$ cat src/hw/rtl/sq3d_pkg.sv
package sq3d_pkg;

  localparam int IDX_W  = 8;
  localparam int COMP_W = 16;
  localparam int SQ_W   = 31;  // square of a 16-bit signed value, always >= 0
  localparam int SUM_W  = 32;  // sum of three squares

  typedef logic        [IDX_W-1:0]  idx_t;
  typedef logic signed [COMP_W-1:0] comp_t;

  localparam comp_t COMP_MAX = 16'sd32767;
  localparam idx_t  IDX_LAST = 8'd3;

  typedef enum logic [1:0] {
    SLOT_X,
    SLOT_Y,
    SLOT_Z,
    SLOT_W
  } slot_t;

  // Fields that ride alongside the arithmetic down the pipe.
  typedef struct packed {
    idx_t  idx;
    comp_t a;
    comp_t b;
    comp_t c;
  } side_t;

endpackage

$ cat src/hw/rtl/sq3d_in_if.sv
interface sq3d_in_if import sq3d_pkg::*; ();
  logic  valid;
  logic  ready;
  idx_t  missing_index;
  comp_t comp_a;
  comp_t comp_b;
  comp_t comp_c;

  modport source (output valid, output missing_index, output comp_a, output comp_b,
                  output comp_c, input ready);
  modport sink   (input valid, input missing_index, input comp_a, input comp_b,
                  input comp_c, output ready);
endinterface

$ cat src/hw/rtl/sq3d_out_if.sv
interface sq3d_out_if import sq3d_pkg::*; ();
  logic  valid;
  logic  ready;
  comp_t quat_x;
  comp_t quat_y;
  comp_t quat_z;
  comp_t quat_w;

  modport source (output valid, output quat_x, output quat_y, output quat_z,
                  output quat_w, input ready);
  modport sink   (input valid, input quat_x, input quat_y, input quat_z,
                  input quat_w, output ready);
endinterface

$ cat src/hw/rtl/smallest_three_quaternion_decode.sv
// Channel | Dir | Payload                                   | Meaning
// req     | in  | missing_index, comp_a, comp_b, comp_c     | dropped slot + three sent parts
// rsp     | out | quat_x, quat_y, quat_z, quat_w            | rebuilt quaternion
//
// One transaction per cycle sustained while rsp does not stall.
// The pipe is the squares and sum/clamp stages, the square root with one root
// bit per pipeline stage (FRAC_BITS + 1 stages), and the output register.
// rst is synchronous, active high, clears only the valid bits, holds req.ready low.
// A stall on rsp freezes the whole pipe; req.ready drops in the same cycle.
module smallest_three_quaternion_decode import sq3d_pkg::*; #(
  parameter int FRAC_BITS = 15
) (
  input  logic              clk,
  input  logic              rst,
  sq3d_in_if.sink           req,
  sq3d_out_if.source        rsp
);

  localparam int ROOT_W = FRAC_BITS + 1;
  localparam int RAD_W  = 2 * ROOT_W;
  localparam int SW     = (ROOT_W > COMP_W) ? ROOT_W : COMP_W;

  // global advance: the pipe moves whenever the output slot is free or drains
  logic adv;
  assign adv       = !rsp.valid || rsp.ready;
  assign req.ready = adv && !rst;

  side_t in_side;
  assign in_side.idx = req.missing_index;
  assign in_side.a   = req.comp_a;
  assign in_side.b   = req.comp_b;
  assign in_side.c   = req.comp_c;

  // squares, then 1 - a^2 - b^2 - c^2 clamped to [0, 1]
  logic             rad_valid;
  side_t            rad_side;
  logic [RAD_W-1:0] rad;

  sq3d_sumsq #(.FRAC_BITS(FRAC_BITS)) u_sumsq (
    .clk       (clk),
    .rst       (rst),
    .en        (adv),
    .in_valid  (req.valid),
    .in_side   (in_side),
    .out_valid (rad_valid),
    .out_side  (rad_side),
    .out_rad   (rad)
  );

  // floor square root, one bit per stage
  logic              fin_valid;
  side_t             fin_side;
  logic [ROOT_W-1:0] root;

  sq3d_sqrt #(.ROOT_W(ROOT_W)) u_sqrt (
    .clk       (clk),
    .rst       (rst),
    .en        (adv),
    .in_valid  (rad_valid),
    .in_side   (rad_side),
    .in_rad    (rad),
    .out_valid (fin_valid),
    .out_side  (fin_side),
    .out_root  (root)
  );

  // saturate: a root of exactly one does not fit Q1.15
  logic [SW-1:0] root_ext;
  comp_t         root_sat;
  assign root_ext = SW'(root);
  assign root_sat = (root_ext > SW'(COMP_MAX)) ? COMP_MAX : comp_t'(root_ext[COMP_W-1:0]);

  // slot placement; an index past w gives an all-zero quaternion
  logic  idx_ok;
  slot_t slot;
  comp_t qx, qy, qz, qw;

  assign idx_ok = (fin_side.idx <= IDX_LAST);
  assign slot   = slot_t'(fin_side.idx[1:0]);

  always_comb begin
    qx = '0;
    qy = '0;
    qz = '0;
    qw = '0;
    if (idx_ok) begin
      unique case (slot)
        SLOT_X: begin
          qx = root_sat;   qy = fin_side.a; qz = fin_side.b; qw = fin_side.c;
        end
        SLOT_Y: begin
          qx = fin_side.a; qy = root_sat;   qz = fin_side.b; qw = fin_side.c;
        end
        SLOT_Z: begin
          qx = fin_side.a; qy = fin_side.b; qz = root_sat;   qw = fin_side.c;
        end
        SLOT_W: begin
          qx = fin_side.a; qy = fin_side.b; qz = fin_side.c; qw = root_sat;
        end
      endcase
    end
  end

  // output register
  always_ff @(posedge clk) begin
    if (rst) begin
      rsp.valid <= 1'b0;
    end else if (adv) begin
      rsp.valid <= fin_valid;
    end
  end

  always_ff @(posedge clk) begin
    if (adv) begin
      rsp.quat_x <= qx;
      rsp.quat_y <= qy;
      rsp.quat_z <= qz;
      rsp.quat_w <= qw;
    end
  end

`ifndef SYNTHESIS
  a_fin_to_out: assert property (@(posedge clk) disable iff (rst)
    (adv && fin_valid) |=> rsp.valid)
    else $error("finished item did not reach the output register");

  a_bad_idx_zero: assert property (@(posedge clk) disable iff (rst)
    (adv && fin_valid && !idx_ok) |=>
      (rsp.quat_x == '0 && rsp.quat_y == '0 && rsp.quat_z == '0 && rsp.quat_w == '0))
    else $error("out-of-range index gave a nonzero quaternion");
`endif

endmodule

$ cat src/hw/rtl/sq3d_sumsq.sv
module sq3d_sumsq import sq3d_pkg::*; #(
  parameter int FRAC_BITS = 15
) (
  input  logic                      clk,
  input  logic                      rst,
  input  logic                      en,
  input  logic                      in_valid,
  input  side_t                     in_side,
  output logic                      out_valid,
  output side_t                     out_side,
  output logic [2*FRAC_BITS+1:0]    out_rad
);

  localparam int RAD_W = 2 * FRAC_BITS + 2;
  localparam int CW    = (2 * FRAC_BITS + 1 > SUM_W) ? 2 * FRAC_BITS + 1 : SUM_W;
  localparam logic [CW-1:0] ONE = {{(CW-1){1'b0}}, 1'b1} << (2 * FRAC_BITS);

  // stage 1: squares
  logic signed [2*COMP_W-1:0] pa, pb, pc;
  logic [SQ_W-1:0] sq_a, sq_b, sq_c;
  logic            v1;
  side_t           side1;

  assign pa = in_side.a * in_side.a;
  assign pb = in_side.b * in_side.b;
  assign pc = in_side.c * in_side.c;

  always_ff @(posedge clk) begin
    if (rst) begin
      v1 <= 1'b0;
    end else if (en) begin
      v1 <= in_valid;
    end
  end

  always_ff @(posedge clk) begin
    if (en) begin
      sq_a  <= pa[SQ_W-1:0];
      sq_b  <= pb[SQ_W-1:0];
      sq_c  <= pc[SQ_W-1:0];
      side1 <= in_side;
    end
  end

  // stage 2: 1 - sum, clamped at zero
  logic [SUM_W-1:0] sum;
  logic [CW-1:0]    sum_ext;
  logic [CW-1:0]    rem;

  assign sum     = SUM_W'(sq_a) + SUM_W'(sq_b) + SUM_W'(sq_c);
  assign sum_ext = CW'(sum);
  assign rem     = (sum_ext >= ONE) ? '0 : ONE - sum_ext;

  always_ff @(posedge clk) begin
    if (rst) begin
      out_valid <= 1'b0;
    end else if (en) begin
      out_valid <= v1;
    end
  end

  always_ff @(posedge clk) begin
    if (en) begin
      out_rad  <= RAD_W'(rem);
      out_side <= side1;
    end
  end

`ifndef SYNTHESIS
  a_rad_le_one: assert property (@(posedge clk) disable iff (rst)
    out_valid |-> (out_rad <= RAD_W'(ONE)))
    else $error("radicand above one");
`endif

endmodule

$ cat src/hw/rtl/sq3d_sqrt.sv
module sq3d_sqrt import sq3d_pkg::*; #(
  parameter int ROOT_W = 16
) (
  input  logic                  clk,
  input  logic                  rst,
  input  logic                  en,
  input  logic                  in_valid,
  input  side_t                 in_side,
  input  logic [2*ROOT_W-1:0]   in_rad,
  output logic                  out_valid,
  output side_t                 out_side,
  output logic [ROOT_W-1:0]     out_root
);

  localparam int RAD_W = 2 * ROOT_W;
  localparam int RW    = ROOT_W + 3;

  // one root bit per stage; index 0 is the stage input
  logic              v    [0:ROOT_W];
  side_t             sd   [0:ROOT_W];
  logic [RAD_W-1:0]  n    [0:ROOT_W];
  logic [RW-1:0]     rm   [0:ROOT_W];
  logic [ROOT_W-1:0] q    [0:ROOT_W];

  assign v[0]  = in_valid;
  assign sd[0] = in_side;
  assign n[0]  = in_rad;
  assign rm[0] = '0;
  assign q[0]  = '0;

  for (genvar s = 0; s < ROOT_W; s++) begin : g_stage
    logic [RW-1:0] rm_sh;
    logic [RW-1:0] trial;
    logic          ge;

    // bring down the next two radicand bits, try root*4+1
    assign rm_sh = {rm[s][RW-3:0], n[s][RAD_W-1 -: 2]};
    assign trial = {1'b0, q[s], 2'b01};
    assign ge    = (rm_sh >= trial);

    always_ff @(posedge clk) begin
      if (rst) begin
        v[s+1] <= 1'b0;
      end else if (en) begin
        v[s+1] <= v[s];
      end
    end

    always_ff @(posedge clk) begin
      if (en) begin
        sd[s+1] <= sd[s];
        n[s+1]  <= n[s] << 2;
        rm[s+1] <= ge ? rm_sh - trial : rm_sh;
        q[s+1]  <= {q[s][ROOT_W-2:0], ge};
      end
    end
  end

  assign out_valid = v[ROOT_W];
  assign out_side  = sd[ROOT_W];
  assign out_root  = q[ROOT_W];

`ifndef SYNTHESIS
  // the partial remainder never exceeds twice the root
  a_rem_bound: assert property (@(posedge clk) disable iff (rst)
    out_valid |-> (rm[ROOT_W][RW-1:RW-2] == 2'b00))
    else $error("square root remainder out of range");
`endif

endmodule

$ cat src/flat_wrapper.sv
// flat-port wrapper written by rule: the top's interface ports become plain ports
module smallest_three_quaternion_decode_flat import sq3d_pkg::*;
#(
  parameter int FRAC_BITS = 15
)
  (clk, rst, req_valid, req_missing_index, req_comp_a, req_comp_b, req_comp_c, req_ready, rsp_valid, rsp_quat_x, rsp_quat_y, rsp_quat_z, rsp_quat_w, rsp_ready);
  sq3d_in_if req_i ();
  sq3d_out_if rsp_i ();
  input  logic clk;
  input  logic rst;
  input wire logic [$bits(req_i.valid)-1:0] req_valid;
  input wire logic [$bits(req_i.missing_index)-1:0] req_missing_index;
  input wire logic [$bits(req_i.comp_a)-1:0] req_comp_a;
  input wire logic [$bits(req_i.comp_b)-1:0] req_comp_b;
  input wire logic [$bits(req_i.comp_c)-1:0] req_comp_c;
  output wire logic [$bits(req_i.ready)-1:0] req_ready;
  output wire logic [$bits(rsp_i.valid)-1:0] rsp_valid;
  output wire logic [$bits(rsp_i.quat_x)-1:0] rsp_quat_x;
  output wire logic [$bits(rsp_i.quat_y)-1:0] rsp_quat_y;
  output wire logic [$bits(rsp_i.quat_z)-1:0] rsp_quat_z;
  output wire logic [$bits(rsp_i.quat_w)-1:0] rsp_quat_w;
  input wire logic [$bits(rsp_i.ready)-1:0] rsp_ready;
  assign req_i.valid = req_valid;
  assign req_i.missing_index = req_missing_index;
  assign req_i.comp_a = req_comp_a;
  assign req_i.comp_b = req_comp_b;
  assign req_i.comp_c = req_comp_c;
  assign req_ready = req_i.ready;
  assign rsp_valid = rsp_i.valid;
  assign rsp_quat_x = rsp_i.quat_x;
  assign rsp_quat_y = rsp_i.quat_y;
  assign rsp_quat_z = rsp_i.quat_z;
  assign rsp_quat_w = rsp_i.quat_w;
  assign rsp_i.ready = rsp_ready;
  smallest_three_quaternion_decode #(.FRAC_BITS(FRAC_BITS)) u_core (.clk(clk), .rst(rst), .req(req_i), .rsp(rsp_i));
endmodule
$ cat config.mk
export PLATFORM = sky130hd
export DESIGN_NAME = smallest_three_quaternion_decode_flat
export DESIGN_NICKNAME = d
export VERILOG_FILES = /design/src/hw/rtl/sq3d_pkg.sv /design/src/hw/rtl/sq3d_in_if.sv /design/src/hw/rtl/sq3d_out_if.sv /design/src/hw/rtl/smallest_three_quaternion_decode.sv /design/src/hw/rtl/sq3d_sumsq.sv /design/src/hw/rtl/sq3d_sqrt.sv /design/src/flat_wrapper.sv
export SDC_FILE = /design/constraint.sdc
export NUM_CORES = 2
export LEC_CHECK = 0
export CAP_MARGIN = 25
export CORE_MARGIN = 5
export CORE_UTILIZATION = 46
export DETAILED_ROUTE_END_ITERATION = 8
export DONT_BUFFER_PORTS = 1
export SLEW_MARGIN = 10
export SYNTH_ARGS = -nofsm -noshare
export SYNTH_HDL_FRONTEND = slang
export SYNTH_HIERARCHICAL = 1
export SYNTH_SLANG_ARGS = --single-unit
$ cat constraint.sdc
create_clock -name clk -period 101.5 [get_ports clk]
set_input_delay 15.225 -clock clk [delete_from_list [all_inputs] [get_ports clk]]
set_output_delay 15.225 -clock clk [all_outputs]
set_load 0.05 [all_outputs]
==> results.py <==
metrics = {
    "run_status": {
        "status": "completed",
    },
    "setup_path": {
        "startpoint": "rsp_ready",
        "r2r_end": "u_core/u_sqrt/sd[790]",
        "critPathBufInv": 0,
        "cpMaxStageDelayCell": "nor2_1",
        "cp_slowest_stage_delay_ns": 0.71,
        "critical_path_arrival_ns": 16.02,
        "reg2reg_depth": 8,
        "crit_type": "primary input to output port",
        "critPathRequiredTime_ns": 86.28,
        "startpoint_type": "primary input",
        "worst_setup_path_end_kind": "output port",
        "cpLargestDelayFamily": "simple AND/OR/NAND/NOR gates",
        "cp_num_cells": 2,
        "r2r_slack_ns": 94.60,
        "crit_end": "req_ready",
        "crit_path_max_fanout": 3,
        "r2r_start": "u_core/rsp.valid",
        "crit_chain": "nor2b_1 -> nor2_1",
    },
    "synth": {
        "synthTopCellsByArea": "edfxtp_1 (57%), fa_1 (15%), ha_1 (5.7%)",
        "syn_area_sq_um": 95760,
        "synth_top_area_share_pct": 56.57,
        "yosysSeqAreaShare_pct": 56.97,
        "yosys_warnings": 6,
        "synth_cell_types": 95,
        "syn_avg_cell_area_sq_um": 13.68,
        "ys.flop_type": "edfxtp_1",
        "syn_inst": 7001,
        "synth_edf_count": 1804,
        "synth_area_leader_cell": "edfxtp_1",
        "async_flop_share_pct": 0,
        "ys_ff_latch": 1823,
    },
    "timing": {
        "finClkSkew_ns": 0.04899,
        "final.setup.worst_slack_ns": 70.25,
        "fmax_mhz": 32.00,
        "finalSetupViolCount": 0,
        "period_share_pct": 30.78,
        "tns_ns": 0,
        "fin_crit_ns": 31.25,
        "hold_ws_ns": 0.3778,
        "slew_viol_final": 0,
        "worst_slew_pin_slew_ns": 0.9879,
        "relSlewSlack_pct": 34.14,
        "hold_viol": 0,
        "rsz0062_at_grt": "false",
    },
    "clock_network": {
        "h-tree-depth": 4,
        "cts-root-buf": "clkbuf_16",
        "cts_hold_buf": 0,
        "ctsResizeCount": 0,
        "cts_buffers": 185,
        "clk_latency_ns": 0.82,
        "clk_pin_slew_worst_paths_ns": 0.06,
        "cts_tree": "built",
        "clock_path_buffers": 3,
        "cts_setup_buffers": 0,
        "cts_sinks": 1823,
    },
    "global_routing": {
        "track_usage_pct": 15.84,
        "grt_antenna_before_repair": 2,
        "grt.overflow.total": 0,
        "grt_max_degree": 168,
        "grt_pass1_wl_mm": 275.3,
        "grt_pass1_vias": 52530,
    },
    "layout": {
        "final_nets": 8227,
        "fill_cells": 17480,
        "regArea_sq_um": 54550,
        "drive_gt1_share_pct": 5.645,
        "multi_input_area_sq_um": 35670,
        "final_cells": 9964,
        "syn2layout_area_growth_pct": 9.335,
    },
    "drt": {
        "wl_mm": 168.2,
        "drtIter0Drc": 2987,
        "postRouteAntennaNets": 0,
        "vias": 49620,
        "wl_met3_mm": 5.828,
        "drt_pass1_iterations": 8,
        "drc_errors": 0,
        "wl_per_cell_um": 16.88,
        "met1_length_mm": 69.18,
        "vias_per_cell": 4.980,
        "highest_layer": "met4",
        "wl_met2_mm": 86.90,
    },
    "place": {
        "port_buffers": 0,
        "dp_cells": 9610,
        "dp_slack_ns": 70.26,
        "dp_hpwl_mm": 122.2,
        "place_congestion": 0.8646,
    },
    "floorplanning": {
        "die_y_um": 466.3,
        "io-pin-count": 126,
        "die_area_sq_um": 217400,
        "start_util_pct": 46.24,
        "fp.coreArea_sq_um": 207100,
        "die_w_um": 466.3,
        "rows": 167,
    },
    "flow_run": {
        "drv_cap": 0,
    },
    "min_path": {
        "min-delay-start": "u_core/u_sqrt/sd[550]",
        "worstHoldPathCells": 0,
        "hp-class": "register to register",
    },
}
## area by class of cell
cell class / instances / area share, %
Clock inverter: 131 / 1.349
Antenna cell: 2 / 0.004780
Timing Repair Buffer: 39 / 0.3454
Sequential cell: 1823 / 52.11
Tap cell: 2788 / 3.332
Multi-Input combinational cell: 3780 / 34.07
Inverter: 1184 / 4.252
Clock buffer: 217 / 4.537
## cells in the final DEF, fill, tap and decap left out, types with 13 or more instances in the layout
| cell | Yosys | routed |
|---|---|---|
| o21bai_1 | 22 | 22 |
| and2_1 | 132 | 132 |
| nand3_1 | 78 | 78 |
| nor3_1 | 73 | 73 |
| a211o_1 | 26 | 26 |
| or3_1 | 26 | 26 |
| clkbuf_16 | 0 | 185 |
| o21ai_0 | 115 | 115 |
| o31ai_1 | 15 | 15 |
| o21a_1 | 54 | 54 |
| mux2_2 | 20 | 20 |
| nand4_1 | 30 | 30 |
| clkbuf_1 | 123 | 32 |
| a211oi_2 | 29 | 29 |
| o211ai_1 | 21 | 21 |
| mux2i_1 | 31 | 31 |
| nor4_1 | 43 | 43 |
| xnor2_1 | 222 | 222 |
| nor2_1 | 407 | 407 |
| a211oi_1 | 26 | 26 |
| inv_1 | 1176 | 1175 |
| clkinv_2 | 0 | 31 |
| nand2b_1 | 75 | 75 |
| edfxtp_1 | 1804 | 1804 |
| clkinv_1 | 3 | 51 |
| a21oi_1 | 244 | 244 |
| bufinv_16 | 0 | 17 |
| a21o_1 | 69 | 69 |
| ha_1 | 435 | 435 |
| mux2_1 | 13 | 13 |
| fa_1 | 719 | 719 |
| dfxtp_1 | 19 | 19 |
| a31oi_1 | 18 | 17 |
| nand2_1 | 406 | 406 |
| buf_4 | 59 | 33 |
| nor2b_1 | 45 | 45 |
| o21ai_1 | 41 | 41 |
| xor2_1 | 117 | 117 |
| and3_1 | 25 | 25 |
## state kept, by name, indices dropped and copies added (netlist names), 30 cells and up
name,flops
u_core/u_sumsq/sq_b,30
u_core/u_sumsq/out_rad,32
u_core/u_sqrt/n,210
u_core/u_sumsq/sq_a,30
u_core/u_sqrt/sd,840
u_core/u_sumsq/sq_c,30
u_core/u_sqrt/out_side,56
u_core/u_sqrt/g_stage.rm_sh,267
u_core/u_sumsq/out_side,56
u_core/u_sqrt/g_stage.trial,120
u_core/u_sumsq/side1,53
## per-stage QoR
stage | utilization (%) | area [sq um]
3_5_place_dp | 47.54 | 98440
5_1_grt | 50.56 | 104700
4_1_cts | 50.52 | 104600
3_3_place_gp | 47.54 | 98430
2_1_floorplan | - | 95760
6_report | 50.56 | 104700
## worst reg2reg max path, cell delays in order (launching register included)
cell and delay [ns]:
dfxtp_1 0.47, nor2b_1 0.29, inv_8 0.51, buf_4 0.78
buf_4 0.86, buf_4 0.98, buf_4 0.84, buf_4 0.88
buf_4 0.84
## layer usage
metal | vias up | track usage [%]
met5 | - | 0
met1 | 24630 | 19.42
met4 | 0 | 5.950
met3 | 279 | 2.484
met2 | 862 | 28.28
li1 | 23840 | -
## worst min path at each step
stage,to
after CTS,u_core/u_sqrt/n[367]
after detailed placement,u_core/u_sqrt/g_stage[9].rm_sh[1]
after global routing,u_core/u_sqrt/sd[547]
after floorplan,u_core/u_sqrt/g_stage[10].rm_sh[0]
final,u_core/u_sqrt/sd[494]
after global placement,u_core/u_sqrt/n[364]
## cell usage after synthesis (all sizes together) (54+ instances only)
cell       n
ha       435
a211oi    56
clkbuf   123
nand3     79
xor2     117
inv     1181
buf       93
nor2     409
nor3      74
a21o      69
o21a      54
and2     132
a21oi    247
o21ai    156
xnor2    222
edfxtp  1804
fa       719
nand2b    75
nand2    407
## kinds of logic after synthesis
group           count (synthesis)  share of synthesized area, %
compound gates                802                         5.582
xor+xnor                      339                         3.101
fa+ha+maj                    1154                         20.72
buf+inv                      1400                         5.796
flops                        1823                         56.97
mux                            64                        0.7121
other cells                     3                       0.01176
simple gates                 1416                         7.111
Power is left out: the tool's default activity adds up to more than one toggle a clock period on the data nets, which glitch-free logic cannot reach.
